File: src/hdl/dllw_pkg.sv
// types, codes and constants of the linked-list dma walker
// no dependencies; imported by every module of the block
package dllw_pkg;

  localparam int unsigned HEADER_CLOCKS = 8;
  localparam int unsigned SETUP_CLOCKS  = 5;

  localparam int unsigned ADDR_W  = 32;
  localparam int unsigned DATA_W  = 32;
  localparam int unsigned PTR_W   = 24;
  localparam int unsigned CNT_W   = 8;
  localparam int unsigned CD_W    = 9;
  localparam int unsigned PADDR_W = 3;

  localparam logic [PTR_W-1:0]  END_MARK      = 24'hFF_FFFF;
  localparam logic [PTR_W-1:0]  LIMIT_RESET   = 24'hFF_FFFF;
  localparam logic [ADDR_W-1:0] WORD_BYTES    = 32'd4;

  // request codes on req_type
  typedef enum logic [1:0] {
    REQ_START   = 2'd0,
    REQ_ADVANCE = 2'd1,
    REQ_REPLY   = 2'd2,
    REQ_CANCEL  = 2'd3
  } req_e;

  // result kinds
  typedef enum logic [1:0] {
    KIND_NONE = 2'd0,
    KIND_READ = 2'd1,
    KIND_WORD = 2'd2,
    KIND_DONE = 2'd3
  } kind_e;

  // walk phases
  typedef enum logic [2:0] {
    PH_IDLE     = 3'd0,
    PH_HEADER   = 3'd1,
    PH_HDR_WAIT = 3'd2,
    PH_SETUP    = 3'd3,
    PH_PAY_WAIT = 3'd4,
    PH_COMPLETE = 3'd5
  } phase_e;

  // register indexes of the configuration port
  localparam logic REG_NODE_LIMIT = 1'b0;

  // walker state
  typedef struct packed {
    logic              active;
    phase_e            phase;
    logic [ADDR_W-1:0] node_address;
    logic [PTR_W-1:0]  next_pointer;
    logic [CNT_W-1:0]  payload_count;
    logic [CNT_W-1:0]  payload_index;
    logic [ADDR_W-1:0] payload_address;
    logic [CD_W-1:0]   countdown;
    logic [PTR_W-1:0]  nodes_done;
  } walk_state_t;

  // one result item
  typedef struct packed {
    kind_e             kind;
    logic [ADDR_W-1:0] address;
    logic [DATA_W-1:0] word;
    logic              limit_hit;
    logic [CD_W-1:0]   cycles_to_event;
    logic              last;
  } result_t;

endpackage

File: src/hdl/dma_linked_list_walker_core.sv
// top level of the linked-list dma walker: state, config register, output buffer
// depends on dllw_pkg, dllw_step, dllw_result_queue
//
// Requests come in on a valid/ready channel (req_type with start address,
// elapsed clocks or read data); results leave on a valid/ready channel of
// their own. A request is accepted on a clock where in_valid_i and in_ready_o
// are both high, and its first result is offered on the following clock.
// Each request yields one result, or two when a payload word is emitted and
// the next payload read is requested; last_o marks the final one.
// One request per clock is sustained while every request gives one result
// and the receiver keeps up; a two-result request holds off the next request
// until its second result leaves the two-entry result buffer, which has a single output port.
// When the receiver stalls, results wait in that buffer and in_ready_o drops
// as soon as the buffer cannot take a full two results.
// node_limit is written through the APB port where paddr[2] is low and read back
// at any address; pready is tied high. Writes belong in idle periods only.
// Reset clears the walk to idle, empties the result buffer and sets
// node_limit to all ones.
module dma_linked_list_walker_core import dllw_pkg::*; (
  input  logic               clk_i,
  input  logic               rst_ni,
  // request channel
  input  logic               in_valid_i,
  output logic               in_ready_o,
  input  logic [1:0]         req_type_i,
  input  logic [ADDR_W-1:0]  start_address_i,
  input  logic [DATA_W-1:0]  elapsed_cycles_i,
  input  logic [DATA_W-1:0]  read_data_i,
  // result channel
  output logic               out_valid_o,
  input  logic               out_ready_i,
  output logic [1:0]         kind_o,
  output logic [ADDR_W-1:0]  address_o,
  output logic [DATA_W-1:0]  word_out_o,
  output logic               limit_hit_o,
  output logic [CD_W-1:0]    cycles_to_event_o,
  output logic               last_o,
  // configuration port
  input  logic               psel,
  input  logic               penable,
  input  logic               pwrite,
  input  logic [PADDR_W-1:0] paddr,
  input  logic [31:0]        pwdata,
  output logic [31:0]        prdata,
  output logic               pready
);

  walk_state_t      st_q, st_d, st_next;
  logic [PTR_W-1:0] node_limit_q;
  result_t          res0, res1, head;
  logic             two;
  logic             accept;

  assign accept = in_valid_i && in_ready_o;

  // per-request logic
  dllw_step u_step (
    .st_i            (st_q),
    .node_limit_i    (node_limit_q),
    .req_type_i      (req_type_i),
    .start_address_i (start_address_i),
    .elapsed_cycles_i(elapsed_cycles_i),
    .read_data_i     (read_data_i),
    .st_o            (st_next),
    .res0_o          (res0),
    .res1_o          (res1),
    .two_o           (two)
  );

  assign st_d = accept ? st_next : st_q;

  // walk state
  always_ff @(posedge clk_i or negedge rst_ni) begin
    if (!rst_ni) begin
      st_q <= '0;
    end else begin
      st_q <= st_d;
    end
  end

  // node limit register
  always_ff @(posedge clk_i or negedge rst_ni) begin
    if (!rst_ni) begin
      node_limit_q <= LIMIT_RESET;
    end else if (psel && penable && pwrite && pready && (paddr[2] == REG_NODE_LIMIT)) begin
      node_limit_q <= pwdata[PTR_W-1:0];
    end
  end

  assign pready = 1'b1;
  assign prdata = {{(32-PTR_W){1'b0}}, node_limit_q};

  // result buffer
  dllw_result_queue u_queue (
    .clk_i      (clk_i),
    .rst_ni     (rst_ni),
    .push_i     (accept),
    .res0_i     (res0),
    .res1_i     (res1),
    .two_i      (two),
    .pop_ready_i(out_ready_i),
    .room_o     (in_ready_o),
    .valid_o    (out_valid_o),
    .head_o     (head)
  );

  assign kind_o            = head.kind;
  assign address_o         = head.address;
  assign word_out_o        = head.word;
  assign limit_hit_o       = head.limit_hit;
  assign cycles_to_event_o = head.cycles_to_event;
  assign last_o            = head.last;

endmodule

File: src/hdl/dllw_step.sv
// next-state and result logic for one request of the list walker
// depends on dllw_pkg
module dllw_step import dllw_pkg::*; (
  input  walk_state_t       st_i,
  input  logic [PTR_W-1:0]  node_limit_i,
  input  logic [1:0]        req_type_i,
  input  logic [ADDR_W-1:0] start_address_i,
  input  logic [DATA_W-1:0] elapsed_cycles_i,
  input  logic [DATA_W-1:0] read_data_i,
  output walk_state_t       st_o,
  output result_t           res0_o,
  output result_t           res1_o,
  output logic              two_o
);

  logic [CNT_W-1:0]  idx_inc;
  logic [ADDR_W-1:0] next_node;
  logic [CD_W-1:0]   cte;

  assign idx_inc   = st_i.payload_index + CNT_W'(1);
  assign next_node = {{(ADDR_W-PTR_W){1'b0}}, read_data_i[PTR_W-1:0]};

  // state transition and results
  always_comb begin
    st_o   = st_i;
    res0_o = '0;
    res1_o = '0;
    two_o  = 1'b0;
    case (req_e'(req_type_i))
      REQ_START: begin
        st_o              = '0;
        st_o.active       = 1'b1;
        st_o.phase        = PH_HEADER;
        st_o.node_address = start_address_i;
        st_o.countdown    = CD_W'(HEADER_CLOCKS);
      end
      REQ_ADVANCE: begin
        if (st_i.active && (elapsed_cycles_i != '0) &&
            (st_i.phase != PH_HDR_WAIT) && (st_i.phase != PH_PAY_WAIT)) begin
          if (elapsed_cycles_i < {{(DATA_W-CD_W){1'b0}}, st_i.countdown}) begin
            st_o.countdown = st_i.countdown - elapsed_cycles_i[CD_W-1:0];
          end else begin
            // boundary reached
            st_o.countdown = '0;
            case (st_i.phase)
              PH_HEADER: begin
                if (st_i.nodes_done >= node_limit_i) begin
                  st_o.active      = 1'b0;
                  st_o.phase       = PH_IDLE;
                  res0_o.kind      = KIND_DONE;
                  res0_o.limit_hit = 1'b1;
                end else begin
                  st_o.phase     = PH_HDR_WAIT;
                  res0_o.kind    = KIND_READ;
                  res0_o.address = st_i.node_address;
                end
              end
              PH_SETUP: begin
                st_o.payload_index   = '0;
                st_o.payload_address = st_i.node_address + WORD_BYTES;
                st_o.phase           = PH_PAY_WAIT;
                res0_o.kind          = KIND_READ;
                res0_o.address       = st_i.node_address + WORD_BYTES;
              end
              PH_COMPLETE: begin
                st_o.active = 1'b0;
                st_o.phase  = PH_IDLE;
                res0_o.kind = KIND_DONE;
              end
              default: begin
                st_o.active      = 1'b0;
                st_o.phase       = PH_IDLE;
                res0_o.kind      = KIND_DONE;
                res0_o.limit_hit = 1'b1;
              end
            endcase
          end
        end
      end
      REQ_REPLY: begin
        if (st_i.active && (st_i.phase == PH_HDR_WAIT)) begin
          // header word: count and next pointer
          st_o.payload_count = read_data_i[DATA_W-1:PTR_W];
          st_o.next_pointer  = read_data_i[PTR_W-1:0];
          st_o.nodes_done    = st_i.nodes_done + PTR_W'(1);
          if (read_data_i[DATA_W-1:PTR_W] != '0) begin
            st_o.phase     = PH_SETUP;
            st_o.countdown = CD_W'(SETUP_CLOCKS);
          end else if (read_data_i[PTR_W-1:0] == END_MARK) begin
            st_o.active    = 1'b0;
            st_o.phase     = PH_IDLE;
            st_o.countdown = '0;
            res0_o.kind    = KIND_DONE;
          end else begin
            st_o.node_address = next_node;
            st_o.phase        = PH_HEADER;
            st_o.countdown    = CD_W'(HEADER_CLOCKS);
          end
        end else if (st_i.active && (st_i.phase == PH_PAY_WAIT)) begin
          // payload word out, then next word, next node or end of the list
          res0_o.kind        = KIND_WORD;
          res0_o.address     = st_i.payload_address;
          res0_o.word        = read_data_i;
          st_o.payload_index = idx_inc;
          if (idx_inc < st_i.payload_count) begin
            st_o.payload_address = st_i.payload_address + WORD_BYTES;
            res1_o.kind          = KIND_READ;
            res1_o.address       = st_i.payload_address + WORD_BYTES;
            two_o                = 1'b1;
          end else if (st_i.next_pointer == END_MARK) begin
            st_o.phase     = PH_COMPLETE;
            st_o.countdown = {1'b0, st_i.payload_count};
          end else begin
            st_o.phase        = PH_HEADER;
            st_o.node_address = {{(ADDR_W-PTR_W){1'b0}}, st_i.next_pointer};
            st_o.countdown    = {1'b0, st_i.payload_count} + CD_W'(HEADER_CLOCKS);
          end
        end
      end
      default: begin
        st_o = '0;
      end
    endcase

    // clocks to the next boundary, same on every result
    cte = '0;
    if (st_o.active) begin
      cte = (st_o.countdown != '0) ? st_o.countdown : CD_W'(1);
    end
    res0_o.cycles_to_event = cte;
    res1_o.cycles_to_event = cte;
    res0_o.last            = !two_o;
    res1_o.last            = 1'b1;
  end

endmodule

File: src/hdl/dllw_result_queue.sv
// two-entry result buffer between the step logic and the output channel
// depends on dllw_pkg
module dllw_result_queue import dllw_pkg::*; (
  input  logic    clk_i,
  input  logic    rst_ni,
  input  logic    push_i,
  input  result_t res0_i,
  input  result_t res1_i,
  input  logic    two_i,
  input  logic    pop_ready_i,
  output logic    room_o,
  output logic    valid_o,
  output result_t head_o
);

  result_t    ent0_q, ent0_d;
  result_t    ent1_q, ent1_d;
  logic [1:0] cnt_q, cnt_d;
  logic       pop;

  assign pop     = (cnt_q != 2'd0) && pop_ready_i;
  assign valid_o = (cnt_q != 2'd0);
  assign head_o  = ent0_q;
  // both slots free once this cycle's pop has gone
  assign room_o  = (cnt_q == 2'd0) || ((cnt_q == 2'd1) && pop_ready_i);

  // pop shifts the second slot forward; a push lands in an empty buffer
  always_comb begin
    ent0_d = ent0_q;
    ent1_d = ent1_q;
    cnt_d  = cnt_q;
    if (pop) begin
      ent0_d = ent1_q;
      cnt_d  = cnt_q - 2'd1;
    end
    if (push_i) begin
      ent0_d = res0_i;
      ent1_d = res1_i;
      cnt_d  = two_i ? 2'd2 : 2'd1;
    end
  end

  // occupancy
  always_ff @(posedge clk_i or negedge rst_ni) begin
    if (!rst_ni) begin
      cnt_q <= 2'd0;
    end else begin
      cnt_q <= cnt_d;
    end
  end

  // result slots
  always_ff @(posedge clk_i) begin
    ent0_q <= ent0_d;
    ent1_q <= ent1_d;
  end

endmodule

File: config.mk
export PLATFORM = sky130hd
export DESIGN_NAME = dma_linked_list_walker_core
export DESIGN_NICKNAME = d
export VERILOG_FILES = /design/src/hdl/dllw_pkg.sv /design/src/hdl/dma_linked_list_walker_core.sv /design/src/hdl/dllw_step.sv /design/src/hdl/dllw_result_queue.sv
export SDC_FILE = /design/constraint.sdc
export NUM_CORES = 1
export LEC_CHECK = 0
export BUFFER_PORTS_ARGS = -buffer_cell sky130_fd_sc_hd__buf_2
export CORE_MARGIN = 2
export CORE_UTILIZATION = 35
export DETAILED_ROUTE_END_ITERATION = 10
export MAX_ROUTING_LAYER = met4
export RECOVER_POWER = 25
export SETUP_SLACK_MARGIN = 0.15
export SLEW_MARGIN = 0
export SYNTH_ARGS = -nofsm -noshare
export SYNTH_HDL_FRONTEND = slang
export SYNTH_HIERARCHICAL = 1
export SYNTH_SLANG_ARGS = --single-unit
File: constraint.sdc
create_clock -name clk_i -period 5.8 [get_ports clk_i]
set_input_delay 0.58 -clock clk_i [delete_from_list [all_inputs] [get_ports clk_i]]
set_output_delay 0.58 -clock clk_i [all_outputs]
set_load 0.005 [all_outputs]
==> flow_metrics.env <==
export IMPL_final_layout_size_suffix_gt1_frac=0.284
export IMPL_report_final_setup_viol=0
export IMPL_grt_antenna_before_repair=3
export IMPL_nets=2383
export IMPL_timing_final_crit_period_ns=4.30
export IMPL_post_synth_and_or_nand_nor_area_fraction=0.139
export IMPL_yosys_area_share_adder=0.0370
export IMPL_critical_path_startpoint_type="register"
export IMPL_status="complete, but fails checks"
export IMPL_synth_enable_flop_cells=154
export IMPL_drt_antenna_violating_nets=0
export IMPL_routed_via_count=16469
export IMPL_post_synthesis_share_of_cell_area_spent_on_xor_and_xnor_gates=0.0366
export IMPL_placeableCoreArea_um2=58900
export IMPL_worstSetupEndpointType="register"
export IMPL_grt_max_degree=121
export IMPL_clk_transition_reported_paths_ns=0.06
export IMPL_gpl_final_weighted_congestion=0.888
export IMPL_clk_root_buffer_cell="sky130_fd_sc_hd__clkbuf_16"
export IMPL_leakage_uw=0.00968
export IMPL_avgSynthCellArea_um2=10.2
export IMPL_post_synth_num_cell_types=89
export IMPL_asyncSetResetFlopFracSynth=0.520
export IMPL_hold_viol_final=0
export IMPL_ff_latch_area_um2=8830
export IMPL_synth_compound_area_share=0.138
export IMPL_cts_buffers=38
export IMPL_start_util=0.353
export IMPL_min_path_type="in2async"
export IMPL_post_layout_nonfiller_instances=2991
export IMPL_portBuffers=232
export IMPL_buffer_count_from_post_cts_setup_fixing=0
export IMPL_power_per_cell_area_nw_per_um2=346
export IMPL_multiInputGateArea_um2=10700
export IMPL_grt_first_pass_wirelength_um=94500
export IMPL_yosys_warns=6
export IMPL_drtIter0Drc=1444
export IMPL_finalSetupTns_ns=0
export IMPL_hpwl_um=42200
export IMPL_timing_max_cap_violations=2
export IMPL_fmax_mhz=232
export IMPL_ys_ff_latch=321
export IMPL_drt_wirelength_per_cell_um=20.6
export IMPL_first_pass_iters=5
export IMPL_synth_area_mux_share=0.157
export IMPL_yosysSeqAreaShare=0.424
export IMPL_area_growth_synth_to_final_pct=12.9
export IMPL_synthDominantCellAreaShare=0.222
export IMPL_syn_instance_count=2037
export IMPL_final_cell_mix="sky130_fd_sc_hd__buf_2, sky130_fd_sc_hd__nor2_1, sky130_fd_sc_hd__mux2_2"
export IMPL_htree_levels=2
export IMPL_crit_arrival_ns=4.74
export IMPL_critPathSlowestCell="sky130_fd_sc_hd__nand2_1"
export IMPL_setup_worst_path_class="reg2reg"
export IMPL_cell_row_count=89
export IMPL_relSlewSlack=-0.659
export IMPL_final_period_utilization=0.742
export IMPL_fin_skew_ns=0.0332
export IMPL_post_synthesis_cell_area_um2=20800
export IMPL_worst_tran_pin_value_ns=2.49
export IMPL_ioPinCount=252
export IMPL_worstSetupStartpoint="st_q[67]"
export IMPL_grt_usage=0.204
export IMPL_place_area_um2=22200
export IMPL_first_global_vias=16027
export IMPL_critical_path_reg2reg_endpoint="st_q[36]"
export IMPL_path_common_cell="sky130_fd_sc_hd__nor2_1"
export IMPL_cts_tree="built"
export IMPL_insertion_delay_ns=0.58
export IMPL_dominant_combinational_cell_family_by_area_after_synthesis="multiplexers"
export IMPL_crit_required_ns=6.24
export IMPL_synthTopCellsByArea="sky130_fd_sc_hd__edfxtp_1, sky130_fd_sc_hd__dfrtp_1, sky130_fd_sc_hd__mux2_2"
export IMPL_ir_drop_mv=0.388
export IMPL_worst_slack_at_placement_ns=1.60
export IMPL_crit_family="simple AND/OR/NAND/NOR gates"
export IMPL_timing_critical_path_fanout_max=20
export IMPL_cp_num_buf_inv=2
export IMPL_layout_commonest_cell="sky130_fd_sc_hd__buf_2"
export IMPL_rr_worst_depth=15
export IMPL_synth_flop_cell="sky130_fd_sc_hd__edfxtp_1"
export IMPL_hold_buffers=0
export IMPL_die_h_um=248
export IMPL_post_route_worst_setup_slack_ns=1.50
export IMPL_gr_total_overflow=0
export IMPL_die_w_um=248
export IMPL_r2r_start="st_q[67]"
export IMPL_fillCellCount=5742
export IMPL_route_detailed_drc=0
export IMPL_final_design_area_no_fill_um2=23500
export IMPL_placed_cells=2915
export IMPL_synthDominantAreaCellType="sky130_fd_sc_hd__edfxtp_1"
export IMPL_cts_max_path_buffers=3
export IMPL_maximum_single_stage_delay_on_the_critical_path_ns=0.60
export IMPL_cp_cell_sequence="nand3_1 > nor2_1 > nand3_1 > xnor2_1 > ha_1 > nand4_1 > a221oi_2 > nor2_1 > nand2_1 > buf_4 > inv_1 > and2_1 > a221oi_1 > nor2_1 > mux2_2"
export IMPL_totalWireLength_um=61600
export IMPL_unrepaired_setup_endpoints_after_global_routing="no"
export IMPL_drt_vias_per_instance=5.51
export IMPL_postCtsResizedCells=0
export IMPL_setup_reg_to_reg_worst_slack_ns=1.50
export IMPL_violations_in_the_final_reports="capacitance limit, slew limit"
export IMPL_cts_sink_count=321
export IMPL_dieArea_um2=61500
export IMPL_timing_max_transition_violations_final=76
state kept, by name (all words and copies together), names as in the netlist:
name and count:
st_q 141, u_queue/cnt_q 2, u_queue/ent1_q 77, u_queue/head_o 77, node_limit_q 24
cell type report:
class | instances | share of cell area
Antenna cell | 6 | 0.000639
Clock buffer | 47 | 0.0427
Clock inverter | 23 | 0.0113
Inverter | 75 | 0.0120
Multi-Input combinational cell | 1487 | 0.457
Sequential cell | 321 | 0.376
Tap cell | 773 | 0.0411
Timing Repair Buffer | 259 | 0.0595
power breakdown:
part	switching, µW	internal [µW]	total, µW	leakage (µW)
sequential	469	3030	3500	0.00373
combinational	1160	1000	2160	0.00534
clock	1040	1430	2470	0.000606
total	2670	5450	8130	0.00968
Yosys cell counts, types with 7 or more instances:
library cell and count:
sky130_fd_sc_hd__nor3_1 31, sky130_fd_sc_hd__a22oi_1 63, sky130_fd_sc_hd__buf_2 31, sky130_fd_sc_hd__nor2_1 220, sky130_fd_sc_hd__buf_4 59, sky130_fd_sc_hd__nor4_1 13
sky130_fd_sc_hd__o221ai_1 8, sky130_fd_sc_hd__nand4_1 27, sky130_fd_sc_hd__a211oi_1 8, sky130_fd_sc_hd__a21o_1 8, sky130_fd_sc_hd__nand3_1 41, sky130_fd_sc_hd__nand2_1 136
sky130_fd_sc_hd__and4_1 7, sky130_fd_sc_hd__dfstp_2 24, sky130_fd_sc_hd__mux2_4 79, sky130_fd_sc_hd__xor2_1 36, sky130_fd_sc_hd__clkbuf_1 81, sky130_fd_sc_hd__o211ai_1 20
sky130_fd_sc_hd__a32oi_1 8, sky130_fd_sc_hd__or3_1 9, sky130_fd_sc_hd__o21ai_0 69, sky130_fd_sc_hd__a31oi_1 12, sky130_fd_sc_hd__a2bb2oi_1 7, sky130_fd_sc_hd__ha_1 60
sky130_fd_sc_hd__o21a_1 15, sky130_fd_sc_hd__and3_1 61, sky130_fd_sc_hd__o22ai_1 11, sky130_fd_sc_hd__and2_1 9, sky130_fd_sc_hd__mux2_2 179, sky130_fd_sc_hd__inv_1 73
sky130_fd_sc_hd__dfrtp_1 143, sky130_fd_sc_hd__a221oi_1 26, sky130_fd_sc_hd__xnor2_1 51, sky130_fd_sc_hd__edfxtp_1 154, sky130_fd_sc_hd__buf_6 17, sky130_fd_sc_hd__a21oi_1 130
sky130_fd_sc_hd__nor2b_1 8, sky130_fd_sc_hd__a22o_1 15
layer usage:
layer,track usage,share of wire
met4,0.0747,0.031
met2,0.314,0.46
met5,-,0
met3,0.0334,0.068
met1,0.268,0.44
worst reg2reg max path: cells and delay by family, from the launching register on:
kind            cells  cell delay [ns]
compound gates      2             0.50
xor+xnor            1             0.16
fa+ha+maj           1             0.31
buf+inv             2             0.64
flops               1             0.45
mux                 1             0.31
simple gates        8             1.80
metrics by stage:
step	util	hold slack [ns]	total power (µW)
final	0.399	0.111	8130
after global routing	0.399	0.155	8560
after CTS	0.399	0.155	8230
after detailed placement	0.378	0.534	5720
after global placement	0.378	0.524	5660
after floorplan	-	0.284	4940
cell families after synthesis:
logic type	after synthesis
AOI/OAI and AO/OA	432
xor gates and xnor gates	87
adders and majority gates	61
buffers and inverters	269
DFF	321
muxes	264
other	4
and+or+nand+nor	599
how the worst max path moves through the flow:
stage,cells after the start,slack (ns),to
3_5_place_dp,15,1.60,st_q[36]
3_3_place_gp,15,1.68,st_q[36]
2_1_floorplan,11,1.43,u_queue/head_o[0]
6_report,15,1.50,st_q[36]
4_1_cts,15,1.58,st_q[36]
5_1_grt,15,1.21,st_q[36]
Note: power is estimated with default switching activity, not from simulation.
